--- src/hdl/byte_stream_reassembler_defines.svh ---
// assertion macros for the byte stream reassembler
// used by modules that assert; expects clk and rst_n in scope
`ifndef BYTE_STREAM_REASSEMBLER_DEFINES_SVH
`define BYTE_STREAM_REASSEMBLER_DEFINES_SVH
`ifndef SYNTHESIS
`define BSR_ASSERT(lbl, prop) \
  lbl: assert property (@(posedge clk) disable iff (!rst_n) prop) \
    else $error("bsr assertion failed");
`define BSR_ASSERT_NOW(lbl, cond) \
  lbl: assert property (@(posedge clk) disable iff (!rst_n) (cond)) \
    else $error("bsr invariant failed");
`else
`define BSR_ASSERT(lbl, prop)
`define BSR_ASSERT_NOW(lbl, cond)
`endif
`endif

--- src/hdl/bsr_pkg.sv ---
// shared types and constants for the byte stream reassembler
// no dependencies
package bsr_pkg;
  localparam int CAPACITY = 4096;
  localparam int SLOT_W   = $clog2(CAPACITY);
  localparam int CNT_W    = 13;

  typedef enum logic [1:0] {
    OP_SEG = 2'd0,
    OP_END = 2'd1,
    OP_POP = 2'd2,
    OP_NOP = 2'd3
  } bsr_op_t;

  typedef struct packed {
    bsr_op_t     op;
    logic [63:0] idx;
    logic [7:0]  data;
    logic        set_end;
    logic [63:0] end_val;
  } bsr_item_t;

  typedef enum logic [2:0] {
    S_CLEAR, S_IDLE, S_SEGCHK, S_SCANRD, S_SCAN, S_POPRD, S_DONE
  } bsr_state_t;
endpackage

--- src/hdl/bsr_front.sv ---
// front end: decodes each command transaction and queues it for the back end
// depends on bsr_pkg
module bsr_front import bsr_pkg::*; (
  input  logic        clk,
  input  logic        rst_n,
  input  logic        start,
  output logic        busy,
  input  logic [1:0]  in_func,
  input  logic [63:0] in_stream_index,
  input  logic [7:0]  in_data_byte,
  input  logic        in_eof_here,
  output logic        q_valid,
  output bsr_item_t   q_head,
  input  logic        q_pop
);
  bsr_item_t  q_mem_r [2];
  logic       wr_ptr_r, rd_ptr_r;
  logic [1:0] cnt_r;
  bsr_item_t  item;
  logic       push;

  always_comb begin
    item.op      = bsr_op_t'(in_func);
    item.idx     = in_stream_index;
    item.data    = in_data_byte;
    item.set_end = 1'b0;
    item.end_val = in_stream_index;
    unique case (item.op)
      OP_SEG: begin
        item.set_end = in_eof_here;
        item.end_val = in_stream_index + 64'd1;
      end
      OP_END: item.set_end = 1'b1;
      default: item.set_end = 1'b0;
    endcase
  end

  assign busy    = (cnt_r == 2'd2);
  assign push    = start && !busy;
  assign q_valid = (cnt_r != 2'd0);
  assign q_head  = q_mem_r[rd_ptr_r];

  always_ff @(posedge clk) begin
    if (push) q_mem_r[wr_ptr_r] <= item;
    if (!rst_n) begin
      wr_ptr_r <= 1'b0;
      rd_ptr_r <= 1'b0;
      cnt_r    <= 2'd0;
    end else begin
      if (push) wr_ptr_r <= ~wr_ptr_r;
      if (q_pop) rd_ptr_r <= ~rd_ptr_r;
      cnt_r <= cnt_r + {1'b0, push} - {1'b0, q_pop};
    end
  end
endmodule

--- config.mk ---
export PLATFORM = sky130hd
export DESIGN_NAME = bsr_front
export DESIGN_NICKNAME = d
export VERILOG_FILES = /design/src/hdl/byte_stream_reassembler_defines.svh /design/src/hdl/bsr_pkg.sv /design/src/hdl/bsr_front.sv
export SDC_FILE = /design/constraint.sdc
export NUM_CORES = 1
export LEC_CHECK = 0
export BUFFER_PORTS_ARGS = -buffer_cell sky130_fd_sc_hd__buf_2
export CAP_MARGIN = 20
export CORE_MARGIN = 5
export CORE_UTILIZATION = 50
export CTS_CLUSTER_SIZE = 8
export DETAILED_ROUTE_END_ITERATION = 8
export PLACE_DENSITY = 0.84
export SYNTH_ARGS = -nofsm -noshare
export SYNTH_HDL_FRONTEND = slang
export SYNTH_SLANG_ARGS = --single-unit
--- constraint.sdc ---
create_clock -name clk -period 7.9 [get_ports clk]
set_input_delay 1.185 -clock clk [delete_from_list [all_inputs] [get_ports clk]]
set_output_delay 1.185 -clock clk [all_outputs]
set_load 0.1 [all_outputs]
==> reports/metrics.json <==
{
  "timing": {
    "timing.fmax_ghz": 0.2275,
    "min_period_ns": 4.395,
    "slew_viol_final": 0,
    "hold_slack_ns": 0.6238,
    "slew_headroom_pct": 30.27,
    "report.final.setup_viol": 0,
    "fin_worst_skew_ns": 0.009580,
    "min_period_over_period_pct": 55.63,
    "final_hold_viols": 0,
    "tightestPinTransition_ns": 1.046,
    "rsz0062_at_grt": "false",
    "totalNegativeSetupSlack_ns": 0
  },
  "place": {
    "routabilityCongestion": 0.7327,
    "port_buffers": 219,
    "placed_cell_area_mm2": 0.01302,
    "hpwlAfterDp_um": 16640
  },
  "yosys": {
    "dominant_combinational_cell_family_by_area_after_synthesis": "multiplexers",
    "syn-mean-instance-area_um2": 17.29,
    "post_synthesis_share_of_cell_area_spent_on_xor_and_xnor_gates_pct": 4.983,
    "mappedNetlistArea_mm2": 0.01160,
    "part_of_the_yosys_area_used_for_sequential_elements_pct": 72.83,
    "synth_nets": 753,
    "postSynthCellCount": 671,
    "yosys-mux-area-fraction_pct": 13.59,
    "ys_types": 33,
    "share_of_the_synthesized_area_in_compound_gates_ao_oa_aoi_oai_pct": 0.06472,
    "synth-warning-count": 0,
    "ys_ff_latch": 283,
    "synthSimpleGateAreaFrac_pct": 7.119,
    "synth_fa_ha_area_share_pct": 0.3236
  },
  "routing": {
    "via_count": 6697,
    "wl_per_cell_um": 20.76,
    "drt-vias-per-instance": 5.516,
    "wl_um": 25210,
    "ant_nets": 0,
    "initialDrtViolationCount": 405,
    "route.detailed.drc": 0,
    "drtPass1Iterations": 5
  },
  "layout": {
    "post_route_cells_drive_above_1_share_pct": 45.10,
    "design_area_mm2": 0.01417,
    "final_nets": 1000,
    "fin_util_pct": 62.41,
    "syn_to_final_growth_pct": 22.18,
    "antenna_cells": 0
  },
  "setup_path": {
    "timing.reg2reg.worst_path_depth": 3,
    "max_stage_delay_ns": 0.92,
    "cp.buffers_inverters": 2,
    "critical_path_cell_count": 3,
    "crit_slowest_cell": "sky130_fd_sc_hd__dfxtp_4",
    "cp_data_required_time_ns": 6.71,
    "crit_chain": "buf_4 > mux2_2 > buf_2",
    "worstSetupStartpointType": "flip-flop",
    "critical_path.endpoint_type": "output pin",
    "critical_path_peak_fanout": 76,
    "timing.critical_path.max_delay_family": "buffers and inverters",
    "arrival_ns": 3.21,
    "timing_worst_setup_path_type": "flip-flop to output pin"
  },
  "power_and_ir_drop": {
    "static-leakage-power_nw": 5.163,
    "post-layout-total-power_mw": 5.025,
    "worst_ir_drop_vdd_mv": 0.2665,
    "power.density_cell_area_mw_per_mm2": 354.5
  },
  "run": {
    "drv.max_cap_violation_count": 0
  },
  "clock_network": {
    "tritoncts.num_buffers": 41,
    "postCtsSetupBuffers": 0,
    "holdBufCountCts": 0,
    "total_number_of_clock_tree_sinks": 283,
    "cts_tree": "done",
    "max-clock-path-buffers": 3,
    "cts-resized-gates": 0,
    "clk-insertion-delay-late_ns": 0.50,
    "h-tree-depth": 2,
    "cts_root_buffer": "sky130_fd_sc_hd__clkbuf_16",
    "cts.reportedPaths.clkPinSlew_ns": 0.05
  },
  "global_route": {
    "globalRouteOverflowTotal": 0,
    "grt_antenna_before_repair": 2,
    "grt_util_all_layers_pct": 18.75,
    "grt_pass1_vias": 7122,
    "grt_first_pass_wirelength_um": 38800,
    "grt_max_degree": 77
  },
  "floorplanning": {
    "standard_cell_row_count": 55,
    "fp.dieArea_mm2": 0.02635,
    "die_h_um": 162.3,
    "placeableCoreArea_mm2": 0.02271,
    "top_level_ports": 220,
    "starting_utilization_of_the_core_area_pct": 51.08,
    "die_width_um": 162.3
  },
  "hold_path": {
    "worstHoldPathCells": 2,
    "hold_path_class": "flip-flop to flip-flop"
  },
  "outcome": {
    "outcome": "finished clean"
  }
}
placed cells by master, fill, tap and decap left out:
cell type and instances:
sky130_fd_sc_hd__and2_0 1, sky130_fd_sc_hd__and2_1 6, sky130_fd_sc_hd__and3_1 5, sky130_fd_sc_hd__and3_2 1, sky130_fd_sc_hd__and3_4 1, sky130_fd_sc_hd__and4_1 5
sky130_fd_sc_hd__buf_2 219, sky130_fd_sc_hd__buf_4 4, sky130_fd_sc_hd__bufinv_16 1, sky130_fd_sc_hd__clkbuf_1 9, sky130_fd_sc_hd__clkbuf_16 43, sky130_fd_sc_hd__dfxtp_1 4
sky130_fd_sc_hd__dfxtp_4 1, sky130_fd_sc_hd__edfxtp_1 278, sky130_fd_sc_hd__ha_1 3, sky130_fd_sc_hd__inv_1 12, sky130_fd_sc_hd__inv_6 1, sky130_fd_sc_hd__mux2_2 140
sky130_fd_sc_hd__nand2_1 22, sky130_fd_sc_hd__nand2b_1 1, sky130_fd_sc_hd__nand3_1 27, sky130_fd_sc_hd__nand4_1 17, sky130_fd_sc_hd__nand4_2 1, sky130_fd_sc_hd__nor2_1 23
sky130_fd_sc_hd__nor2_4 1, sky130_fd_sc_hd__nor3_1 13, sky130_fd_sc_hd__nor3b_1 1, sky130_fd_sc_hd__nor3b_2 1, sky130_fd_sc_hd__nor4_1 10, sky130_fd_sc_hd__nor4_2 1
sky130_fd_sc_hd__nor4_4 2, sky130_fd_sc_hd__nor4b_2 1, sky130_fd_sc_hd__o21a_1 1, sky130_fd_sc_hd__or2_2 1, sky130_fd_sc_hd__or3_1 2, sky130_fd_sc_hd__or4_1 4
sky130_fd_sc_hd__xnor2_1 30, sky130_fd_sc_hd__xor2_1 36
flip-flops by register name, indices dropped and copies added (netlist names), named ones only:
name	count
rd_ptr_r	1
cnt_r	2
q_mem_r	278
wr_ptr_r	1
per-layer routing:
metal | up-vias | share of wire [%] | global-route usage [%] | wire length, um
li1 | 3066 | - | - | -
met4 | 4 | 2.0 | 5.267 | 512
met1 | 3281 | 39 | 23.82 | 9780
met5 | - | 0.083 | 0 | 21
met2 | 291 | 49 | 31.43 | 12430
met3 | 55 | 9.8 | 5.735 | 2464
power by group:
part,internal [mW],total (mW),switching [mW]
Combinational,0.244,1.51,1.27
Clock,0.997,1.56,0.566
Sequential,1.89,1.95,0.0570
Yosys cell counts:
cell	instances	area, um2
sky130_fd_sc_hd__inv_1	12	45.04
sky130_fd_sc_hd__or3_1	2	12.51
sky130_fd_sc_hd__xor2_1	36	315.3
sky130_fd_sc_hd__nor3_1	13	65.06
sky130_fd_sc_hd__and2_0	1	6.260
sky130_fd_sc_hd__buf_1	4	15.01
sky130_fd_sc_hd__xnor2_1	30	262.8
sky130_fd_sc_hd__and3_2	1	7.510
sky130_fd_sc_hd__edfxtp_1	278	8348
sky130_fd_sc_hd__o21a_1	1	7.510
sky130_fd_sc_hd__and4_1	5	43.79
sky130_fd_sc_hd__dfxtp_1	5	100.1
sky130_fd_sc_hd__ha_1	3	37.54
sky130_fd_sc_hd__and2_1	6	37.54
sky130_fd_sc_hd__nor4_2	1	12.51
sky130_fd_sc_hd__nand4_2	1	12.51
sky130_fd_sc_hd__nor4_4	2	42.54
sky130_fd_sc_hd__or4_1	4	30.03
sky130_fd_sc_hd__nor3b_1	1	7.510
sky130_fd_sc_hd__and3_1	6	37.54
sky130_fd_sc_hd__buf_6	1	11.26
sky130_fd_sc_hd__nand2b_1	1	6.260
sky130_fd_sc_hd__nand4_1	17	106.4
sky130_fd_sc_hd__nand3_1	27	135.1
sky130_fd_sc_hd__clkbuf_1	12	45.04
sky130_fd_sc_hd__buf_2	2	10.01
sky130_fd_sc_hd__or2_2	1	6.260
sky130_fd_sc_hd__nor4b_1	1	8.760
sky130_fd_sc_hd__nand2_1	22	82.58
sky130_fd_sc_hd__mux2_2	140	1577
sky130_fd_sc_hd__nor3b_2	1	12.51
sky130_fd_sc_hd__nor2_1	24	90.09
sky130_fd_sc_hd__nor4_1	10	62.56
worst reg2reg max path: stages, from the launching register on:
cell                       delay, ns
sky130_fd_sc_hd__dfxtp_1        0.34
sky130_fd_sc_hd__nand2b_1       0.16
sky130_fd_sc_hd__and3_4         0.88
sky130_fd_sc_hd__buf_4          0.90
path summary, 6_finish.rpt:
check                           slack (ns)         endpoint      start
worst max-delay path                  3.50       q_head[12]  flip-flop
worst min-delay path                  0.62         cnt_r[0]   cnt_r[0]
worst max register to register        5.17  q_mem_r[1][108]   cnt_r[0]
worst min register to register        0.62         cnt_r[0]   cnt_r[0]
cell type report:
class | count | area, um2
clock inverters | 2 | 38.79
repair buffers | 223 | 1126
inverters | 12 | 45.04
flip-flops and latches | 283 | 8452
fillers | 1620 | 8537
clock buffers | 52 | 1110
multi-input cells | 357 | 3044
well taps | 285 | 356.6
through the flow:
step           std cells  setup slack (ns)
6_report            1214             3.505
3_3_place_gp        1160             3.985
2_1_floorplan        671            0.2004
3_5_place_dp        1160             3.951
4_1_cts             1214             3.466
5_1_grt             1214             3.347
logic make-up after synthesis:
| group | Yosys count |
|---|---|
| AOI/OAI and AO/OA | 1 |
| xor gates and xnor gates | 66 |
| adders and majority gates | 3 |
| buffers and inverters | 31 |
| DFF | 283 |
| muxes | 140 |
| and+or+nand+nor | 147 |
Power figures use the tool's default switching activity.
